--- src/rtl/core/fpba_pkg.sv ---
// ----------------------------------------------------------------------------
// Fit-policy block allocator package
// Table sizes, register indexes, policy codes and controller states.
// ----------------------------------------------------------------------------
package fpba_pkg;

  // Table geometry
  localparam int MAX_BLOCKS = 16;
  localparam int SIZE_BITS  = 16;
  localparam int IDX_BITS   = $clog2(MAX_BLOCKS);
  localparam int CNT_BITS   = $clog2(MAX_BLOCKS + 1);

  // Fixed field widths
  localparam int SLOT_W  = 4;
  localparam int SIZE_W  = 16;
  localparam int COUNT_W = 5;
  localparam int MODE_W  = 2;
  localparam int CFG_IDX_W  = 2;
  localparam int CFG_DATA_W = 5;

  // Configuration register indexes
  localparam logic [CFG_IDX_W-1:0] REG_FIT_MODE    = 2'd0;
  localparam logic [CFG_IDX_W-1:0] REG_BLOCK_COUNT = 2'd1;

  // Placement policy codes; any other code acts as first fit
  localparam logic [MODE_W-1:0] FIT_FIRST = 2'd0;
  localparam logic [MODE_W-1:0] FIT_BEST  = 2'd1;
  localparam logic [MODE_W-1:0] FIT_WORST = 2'd2;

  // Item opcodes
  localparam logic OP_LOAD  = 1'b0;
  localparam logic OP_ALLOC = 1'b1;

  // Reset values of the registers
  localparam logic [MODE_W-1:0]  FIT_MODE_RST    = FIT_FIRST;
  localparam logic [COUNT_W-1:0] BLOCK_COUNT_RST = 5'd16;

  typedef enum logic [1:0] {
    ST_IDLE,
    ST_SCAN,
    ST_WRITE
  } state_e;

endpackage

--- src/rtl/core/fpba_if.sv ---
// ----------------------------------------------------------------------------
// Fit-policy block allocator channels
// Valid/ready channels for request items and result items.
// ----------------------------------------------------------------------------
interface fpba_in_if;
  logic        valid;
  logic        ready;
  logic        op;
  logic [3:0]  block_slot;
  logic [15:0] size;
  logic        last_request;

  modport source (output valid, op, block_slot, size, last_request, input ready);
  modport sink   (input valid, op, block_slot, size, last_request, output ready);
endinterface

interface fpba_out_if;
  logic        valid;
  logic        ready;
  logic        granted;
  logic [3:0]  block_index;
  logic [15:0] block_left;

  modport source (output valid, granted, block_index, block_left, input ready);
  modport sink   (input valid, granted, block_index, block_left, output ready);
endinterface

--- src/rtl/core/fit_policy_block_allocator.sv ---
// ----------------------------------------------------------------------------
// Fit-policy block allocator
// Block table with first, best and worst fit placement over a scan.
// ----------------------------------------------------------------------------
// A load item writes a block size into the original and free tables. An
// allocate item occupies the block while it transfers, reads min(block_count,
// 16) table entries from the free/original memories (one read port each, one
// entry a cycle), resolves the last read, closes the scan, and then writes the
// reduced size back and fills the output register. The write-back step
// stretches while the previous result still waits in the output register. The
// output register lets the next item transfer while a result waits. A last
// request restores the free sizes by dropping per-entry override bits, so that
// unwritten free entries read through to the originals.
// ----------------------------------------------------------------------------
module fit_policy_block_allocator (
  input  logic                            clk_i,
  input  logic                            rst_ni,
  input  logic                            cfg_we_i,
  input  logic [fpba_pkg::CFG_IDX_W-1:0]  cfg_idx_i,
  input  logic [fpba_pkg::CFG_DATA_W-1:0] cfg_wdata_i,
  fpba_in_if.sink                         in_i,
  fpba_out_if.source                      out_o
);

  // Configuration registers
  logic [fpba_pkg::MODE_W-1:0]  fit_mode_q;
  logic [fpba_pkg::COUNT_W-1:0] block_count_q;

  // Table memories and their valid bits
  logic [fpba_pkg::SIZE_BITS-1:0] orig_mem [fpba_pkg::MAX_BLOCKS];
  logic [fpba_pkg::SIZE_BITS-1:0] free_mem [fpba_pkg::MAX_BLOCKS];
  logic [fpba_pkg::MAX_BLOCKS-1:0] orig_vld_q;
  logic [fpba_pkg::MAX_BLOCKS-1:0] free_vld_q;

  // Read port outputs
  logic [fpba_pkg::SIZE_BITS-1:0] orig_rd_q, free_rd_q;
  logic                           ov_rd_q, fv_rd_q;
  logic                           rd_pend_q;
  logic [fpba_pkg::IDX_BITS-1:0]  rd_idx_q;

  // Request context and search state
  fpba_pkg::state_e               state_q, state_d;
  logic [fpba_pkg::CNT_BITS-1:0]  cnt_q, limit_q;
  logic [fpba_pkg::SIZE_BITS-1:0] req_q;
  logic                           last_q;
  logic                           found_q;
  logic [fpba_pkg::IDX_BITS-1:0]  best_idx_q;
  logic [fpba_pkg::SIZE_BITS-1:0] best_val_q;

  // Output register
  logic                           out_vld_q;
  logic                           out_granted_q;
  logic [fpba_pkg::SLOT_W-1:0]    out_idx_q;
  logic [fpba_pkg::SIZE_W-1:0]    out_left_q;

  // Control
  logic                           in_ready;
  logic                           in_xfer, load_xfer, alloc_xfer;
  logic                           rd_en, fin_en;
  logic                           slot_ok;
  logic [fpba_pkg::IDX_BITS-1:0]  load_addr, rd_addr;
  logic [fpba_pkg::SIZE_BITS-1:0] load_size, eff_val, left_val;
  logic [fpba_pkg::CNT_BITS-1:0]  limit_d;
  logic                           fits, take;

  assign in_xfer    = in_i.valid && in_ready;
  assign load_xfer  = in_xfer && (in_i.op == fpba_pkg::OP_LOAD);
  assign alloc_xfer = in_xfer && (in_i.op == fpba_pkg::OP_ALLOC);
  assign slot_ok    = 32'(in_i.block_slot) < fpba_pkg::MAX_BLOCKS;
  assign load_addr  = fpba_pkg::IDX_BITS'(in_i.block_slot);
  assign load_size  = fpba_pkg::SIZE_BITS'(in_i.size);
  assign rd_addr    = cnt_q[fpba_pkg::IDX_BITS-1:0];

  // Clamp the scan length to the table depth
  always_comb begin
    if (32'(block_count_q) > fpba_pkg::MAX_BLOCKS) begin
      limit_d = fpba_pkg::CNT_BITS'(fpba_pkg::MAX_BLOCKS);
    end else begin
      limit_d = fpba_pkg::CNT_BITS'(block_count_q);
    end
  end

  // Sequence the scan and the write-back
  always_comb begin
    state_d  = state_q;
    in_ready = 1'b0;
    rd_en    = 1'b0;
    fin_en   = 1'b0;
    case (state_q)
      fpba_pkg::ST_IDLE: begin
        in_ready = 1'b1;
        if (in_i.valid && in_i.op == fpba_pkg::OP_ALLOC) begin
          state_d = fpba_pkg::ST_SCAN;
        end
      end
      fpba_pkg::ST_SCAN: begin
        rd_en = cnt_q < limit_q;
        if (!rd_en && !rd_pend_q) begin
          state_d = fpba_pkg::ST_WRITE;
        end
      end
      fpba_pkg::ST_WRITE: begin
        if (!out_vld_q || out_o.ready) begin
          fin_en  = 1'b1;
          state_d = fpba_pkg::ST_IDLE;
        end
      end
      default: begin
        state_d = fpba_pkg::ST_IDLE;
      end
    endcase
  end

  always_ff @(posedge clk_i or negedge rst_ni) begin
    if (!rst_ni) begin
      state_q <= fpba_pkg::ST_IDLE;
    end else begin
      state_q <= state_d;
    end
  end

  // Take configuration writes
  always_ff @(posedge clk_i or negedge rst_ni) begin
    if (!rst_ni) begin
      fit_mode_q    <= fpba_pkg::FIT_MODE_RST;
      block_count_q <= fpba_pkg::BLOCK_COUNT_RST;
    end else if (cfg_we_i) begin
      if (cfg_idx_i == fpba_pkg::REG_FIT_MODE) begin
        fit_mode_q <= cfg_wdata_i[fpba_pkg::MODE_W-1:0];
      end else if (cfg_idx_i == fpba_pkg::REG_BLOCK_COUNT) begin
        block_count_q <= cfg_wdata_i[fpba_pkg::COUNT_W-1:0];
      end
    end
  end

  // Write and read the table memories
  always_ff @(posedge clk_i) begin
    if (load_xfer && slot_ok) begin
      orig_mem[load_addr] <= load_size;
      free_mem[load_addr] <= load_size;
    end else if (fin_en && found_q && !last_q) begin
      free_mem[best_idx_q] <= left_val;
    end
    if (rd_en) begin
      orig_rd_q <= orig_mem[rd_addr];
      free_rd_q <= free_mem[rd_addr];
    end
  end

  // Track which entries hold written data
  always_ff @(posedge clk_i or negedge rst_ni) begin
    if (!rst_ni) begin
      orig_vld_q <= '0;
      free_vld_q <= '0;
      ov_rd_q    <= 1'b0;
      fv_rd_q    <= 1'b0;
      rd_pend_q  <= 1'b0;
      rd_idx_q   <= '0;
    end else begin
      if (load_xfer && slot_ok) begin
        orig_vld_q[load_addr] <= 1'b1;
        free_vld_q[load_addr] <= 1'b1;
      end else if (fin_en && last_q) begin
        free_vld_q <= '0;
      end else if (fin_en && found_q) begin
        free_vld_q[best_idx_q] <= 1'b1;
      end
      rd_pend_q <= rd_en;
      if (rd_en) begin
        ov_rd_q  <= orig_vld_q[rd_addr];
        fv_rd_q  <= free_vld_q[rd_addr];
        rd_idx_q <= rd_addr;
      end
    end
  end

  // Resolve the current free size and pick by policy
  always_comb begin
    if (fv_rd_q) begin
      eff_val = free_rd_q;
    end else if (ov_rd_q) begin
      eff_val = orig_rd_q;
    end else begin
      eff_val = '0;
    end
    fits = eff_val >= req_q;
    if (!found_q) begin
      take = fits;
    end else if (fit_mode_q == fpba_pkg::FIT_BEST) begin
      take = fits && (eff_val < best_val_q);
    end else if (fit_mode_q == fpba_pkg::FIT_WORST) begin
      take = fits && (eff_val > best_val_q);
    end else begin
      take = 1'b0;
    end
  end

  assign left_val = best_val_q - req_q;

  // Hold the request and the best candidate so far
  always_ff @(posedge clk_i or negedge rst_ni) begin
    if (!rst_ni) begin
      cnt_q   <= '0;
      found_q <= 1'b0;
    end else begin
      if (alloc_xfer) begin
        cnt_q   <= '0;
        found_q <= 1'b0;
      end else begin
        if (rd_en) begin
          cnt_q <= cnt_q + 1'b1;
        end
        if (rd_pend_q && take) begin
          found_q <= 1'b1;
        end
      end
    end
  end

  always_ff @(posedge clk_i) begin
    if (alloc_xfer) begin
      req_q   <= load_size;
      last_q  <= in_i.last_request;
      limit_q <= limit_d;
    end
    if (rd_pend_q && take) begin
      best_idx_q <= rd_idx_q;
      best_val_q <= eff_val;
    end
  end

  // Fill the output register and release it on transfer
  always_ff @(posedge clk_i or negedge rst_ni) begin
    if (!rst_ni) begin
      out_vld_q <= 1'b0;
    end else if (fin_en) begin
      out_vld_q <= 1'b1;
    end else if (out_o.ready) begin
      out_vld_q <= 1'b0;
    end
  end

  always_ff @(posedge clk_i) begin
    if (fin_en) begin
      out_granted_q <= found_q;
      out_idx_q     <= found_q ? fpba_pkg::SLOT_W'(best_idx_q) : '0;
      out_left_q    <= found_q ? fpba_pkg::SIZE_W'(left_val) : '0;
    end
  end

  assign in_i.ready        = in_ready;
  assign out_o.valid       = out_vld_q;
  assign out_o.granted     = out_granted_q;
  assign out_o.block_index = out_idx_q;
  assign out_o.block_left  = out_left_q;

endmodule

--- src/flat_wrapper.sv ---
// flat-port wrapper written by rule: the top's interface ports become plain ports
module fit_policy_block_allocator_flat 
  (clk_i, rst_ni, cfg_we_i, cfg_idx_i, cfg_wdata_i, in_i_valid, in_i_op, in_i_block_slot, in_i_size, in_i_last_request, in_i_ready, out_o_valid, out_o_granted, out_o_block_index, out_o_block_left, out_o_ready);
  fpba_in_if in_i_i ();
  fpba_out_if out_o_i ();
  input  logic clk_i;
  input  logic rst_ni;
  input  logic cfg_we_i;
  input  logic [fpba_pkg::CFG_IDX_W-1:0] cfg_idx_i;
  input  logic [fpba_pkg::CFG_DATA_W-1:0] cfg_wdata_i;
  input wire logic [$bits(in_i_i.valid)-1:0] in_i_valid;
  input wire logic [$bits(in_i_i.op)-1:0] in_i_op;
  input wire logic [$bits(in_i_i.block_slot)-1:0] in_i_block_slot;
  input wire logic [$bits(in_i_i.size)-1:0] in_i_size;
  input wire logic [$bits(in_i_i.last_request)-1:0] in_i_last_request;
  output wire logic [$bits(in_i_i.ready)-1:0] in_i_ready;
  output wire logic [$bits(out_o_i.valid)-1:0] out_o_valid;
  output wire logic [$bits(out_o_i.granted)-1:0] out_o_granted;
  output wire logic [$bits(out_o_i.block_index)-1:0] out_o_block_index;
  output wire logic [$bits(out_o_i.block_left)-1:0] out_o_block_left;
  input wire logic [$bits(out_o_i.ready)-1:0] out_o_ready;
  assign in_i_i.valid = in_i_valid;
  assign in_i_i.op = in_i_op;
  assign in_i_i.block_slot = in_i_block_slot;
  assign in_i_i.size = in_i_size;
  assign in_i_i.last_request = in_i_last_request;
  assign in_i_ready = in_i_i.ready;
  assign out_o_valid = out_o_i.valid;
  assign out_o_granted = out_o_i.granted;
  assign out_o_block_index = out_o_i.block_index;
  assign out_o_block_left = out_o_i.block_left;
  assign out_o_i.ready = out_o_ready;
  fit_policy_block_allocator u_core (.clk_i(clk_i), .rst_ni(rst_ni), .cfg_we_i(cfg_we_i), .cfg_idx_i(cfg_idx_i), .cfg_wdata_i(cfg_wdata_i), .in_i(in_i_i), .out_o(out_o_i));
endmodule
--- config.mk ---
export PLATFORM = sky130hd
export DESIGN_NAME = fit_policy_block_allocator_flat
export DESIGN_NICKNAME = d
export VERILOG_FILES = /design/src/rtl/core/fpba_pkg.sv /design/src/rtl/core/fpba_if.sv /design/src/rtl/core/fit_policy_block_allocator.sv /design/src/flat_wrapper.sv
export SDC_FILE = /design/constraint.sdc
export NUM_CORES = 1
export LEC_CHECK = 0
export CAP_MARGIN = 20
export CORE_MARGIN = 4
export CORE_UTILIZATION = 35
export CTS_CLUSTER_DIAMETER = 50
export DETAILED_ROUTE_END_ITERATION = 12
export DONT_BUFFER_PORTS = 1
export PLACE_DENSITY = 0.49
export SYNTH_ARGS = -nofsm -noshare
export SYNTH_HDL_FRONTEND = slang
export SYNTH_SLANG_ARGS = --single-unit
export TNS_END_PERCENT = 10
--- constraint.sdc ---
create_clock -name clk_i -period 8.7 [get_ports clk_i]
set_input_delay 1.305 -clock clk_i [delete_from_list [all_inputs] [get_ports clk_i]]
set_output_delay 1.305 -clock clk_i [all_outputs]
set_load 0.01 [all_outputs]
==> out/metrics.yaml <==
run_status:
  status: "complete, no violations"
routing:
  drtAntennaViolNets: 0
  drt_first_pass_iters: 5
  drc_errors: 0
  wl_per_cell_um: 27.17
  first_iter_violations: 1017
  finalWirelength_um: 69100
  vias_per_cell: 5.252
  vias: 13360
cts:
  clock_path_buffers: 3
  htreeDepth: 3
  postCtsSetupRepairBufs: 0
  clkSlewWorstSetupHoldPaths_ns: 0.06
  clock_sinks: 662
  clock_latency_ns: 0.65
  clk_root_buffer_cell: "clkbuf_16"
  cts-resized-gates: 0
  cts_tree: "built"
  ctsHoldBuffers: 0
  numCtsBuffers: 86
sta:
  rsz0062_at_grt: "false"
  hold_viol_final: 0
  worstMarginPinSlew_ns: 1.093
  layout_min_cycle_time_ns: 4.419
  slew_viol_final: 0
  max-slew-margin-rel_pct: 27.06
  setup_violations: 0
  tns_ns: 0
  fmax_mhz: 226.3
  timing.final.crit_share_pct: 50.80
  final.setup_skew_ns: 0.04078
synthesis:
  yosysWarnings: 0
  yosys_register_bits: 662
  synth_edf_count: 607
  synth_fp_nets: 1472
  synth_seq_area_share_pct: 72.91
  synth_cell_types: 61
  syn_area_sq_um: 26890
  yosys_most_used_dff: "edfxtp_1"
  syn_inst: 1387
  avgSynthCellArea_sq_um: 19.39
  async_flop_share_pct: 8.308
global_routing:
  antenna_found_initial: 7
  first_global_vias: 13750
  grt_overflow: 0
  grt_max_degree: 65
  grt_first_pass_wirelength_um: 99790
  grt_usage_pct: 17.02
pwr:
  power_density_nw_per_um2: 304.7
  max-vdd-ir-drop_uv: 148.5
  leakage_nw: 10.35
critical_path:
  path_max_fanout: 20
  r2r_slack_ns: 4.28
  path_class: "reg2reg"
  startpoint_type: "flop"
  worstPathRequired_ns: 9.04
  reg2reg_depth: 10
  end_kind: "flop"
  r2r-end: "u_core.best_val_q[9]"
  reg2reg_from: "u_core.fv_rd_q"
  worstPathArrival_ns: 4.76
placement:
  port_buffers: 0
  dpl.cell_count: 2385
  gp_congestion: 0.8637
  hpwl_um: 44020
floorplanning:
  num_io_pins: 57
  initial_core_util_pct: 35.35
  die_y_um: 285.2
  row_count: 101
  die_w_um: 285.2
  core-area_sq_um: 76080
  fp.dieArea_sq_um: 81320
final_layout:
  nNetsFinal: 1529
  seq_area_sq_um: 19620
  finish.utilization_pct: 40.99
  layout-drive-gt1-share_pct: 26.67
  multi_input_area_sq_um: 6994
  area_growth_pct: 15.96
  fin_cells: 2543
  fill_cells: 6794
job:
  maxCapViolCount: 0
worst_hold_path:
  min_path_type: "in2async"
layout make-up:
type / count / area share (%)
Multi-Input combinational cell: 623 / 22.43
Clock buffer: 99 / 7.090
Tap cell: 1030 / 4.133
Timing Repair Buffer: 25 / 0.6661
Inverter: 46 / 0.5538
Clock inverter: 56 / 2.195
Antenna cell: 2 / 0.01605
Sequential cell: 662 / 62.91
worst max-delay path, stage by stage, from the launching register on:
cell,delay (ns)
dfrtp_1,0.61
nor2b_1,0.88
a22o_1,0.33
ha_1,0.27
and3_1,0.21
a221o_1,0.29
a221o_1,0.37
nor3_1,0.16
mux2i_1,0.12
a31oi_2,0.58
buf_4,0.32
sequential cells by signal, indices dropped and copies added (netlist names), 4 cells and up:
register,cells
u_core.orig_vld_q,16
u_core.block_count_q,5
u_core.rd_idx_q,4
u_core.orig_rd_q,16
u_core.best_val_q,16
u_core.out_o.block_left,16
u_core.limit_q,5
u_core.free_mem,256
u_core.free_vld_q,16
u_core.cnt_q,5
u_core.out_o.block_index,4
u_core.best_idx_q,4
u_core.orig_mem,256
u_core.req_q,16
u_core.free_rd_q,16
Yosys cell counts, types with 5 or more instances:
master	n	area, sq um
mux2_2	16	180.2
and3_1	5	31.28
a21oi_1	42	210.2
xnor2_1	5	43.79
nand2b_1	18	112.6
a21o_1	11	82.58
a22o_1	14	122.6
nand2_1	54	202.7
o21a_1	11	82.58
nor2b_1	15	93.84
o31ai_1	5	37.54
and2_1	16	100.1
nor3_1	14	70.07
or2_2	13	81.33
o21ai_0	20	100.1
nor2_1	60	225.2
buf_2	17	85.08
edfxtp_1	607	18230
clkbuf_1	37	138.9
inv_1	44	165.2
xor2_1	8	70.07
mux4_2	170	3829
nand3_1	15	75.07
ha_1	50	625.6
dfrtp_1	54	1351
logic make-up (layout without fill, tap and decap cells):
kind of cell               after synthesis  in the layout  share of synthesized area (%)
DFF                                    662            662                          72.91
and+or+nand+nor                        233            233                          4.351
muxes                                  189            189                          15.02
AOI/OAI and AO/OA                      137            137                          3.392
buffers and inverters                  102            226                          1.503
adders and majority gates               51             51                          2.401
xor gates and xnor gates                13             13                         0.4234
other                                    0              2                              0
power by group:
group          internal [W]  switching (W)  total [W]  leakage (nW)
Combinational      0.000876        0.00103    0.00191          2.77
Sequential          0.00381       0.000260    0.00407          6.18
Clock               0.00209        0.00144    0.00352          1.40
how the worst max path moves through the flow:
| stage | from | endpoint | slack [ns] | cells past startpoint |
|---|---|---|---|---|
| 6_report | u_core.fv_rd_q | u_core.best_val_q[9] | 4.28 | 10 |
| 5_1_grt | u_core.fv_rd_q | u_core.best_val_q[9] | 3.91 | 10 |
| 3_5_place_dp | u_core.fv_rd_q | u_core.best_idx_q[0] | 4.33 | 10 |
| 4_1_cts | u_core.fv_rd_q | u_core.best_val_q[9] | 4.34 | 10 |
| 3_3_place_gp | u_core.fv_rd_q | u_core.best_idx_q[2] | 4.48 | 10 |
| 2_1_floorplan | out_o_ready | u_core.free_mem[10][0] | 4.19 | 6 |
routing by layer:
layer	up-vias	global-route usage, %	share of wire, %
met3	107	4.229	6.4
li1	5740	-	-
met4	0	5.241	3.1
met2	393	25.77	45
met5	-	0	0
met1	7116	24.40	45
placed cells by master (no fill, tap or decap), drive strengths merged, types with 16 or more instances in the layout:
master,instances
dfrtp,54
mux4,170
nor2,62
mux2,16
clkinv,28
nand2b,18
clkbuf,99
ha,50
nand2,54
o21ai,21
buf,25
edfxtp,607
inv,62
a21oi,43
and2,16
stage by stage:
step	instance area, sq um	setup slack, ns	total power [W]	hold slack, ns
floorplan	26890	4.189	0.005378	0.4194
global placement	28250	4.477	0.006054	0.4334
CTS	31160	4.336	0.009622	0.3139
global route	31180	3.908	0.009913	0.3091
finish	31180	4.281	0.009502	0.3569
detailed placement	28260	4.329	0.006073	0.4317
Note: power is estimated with default switching activity, not from simulation.
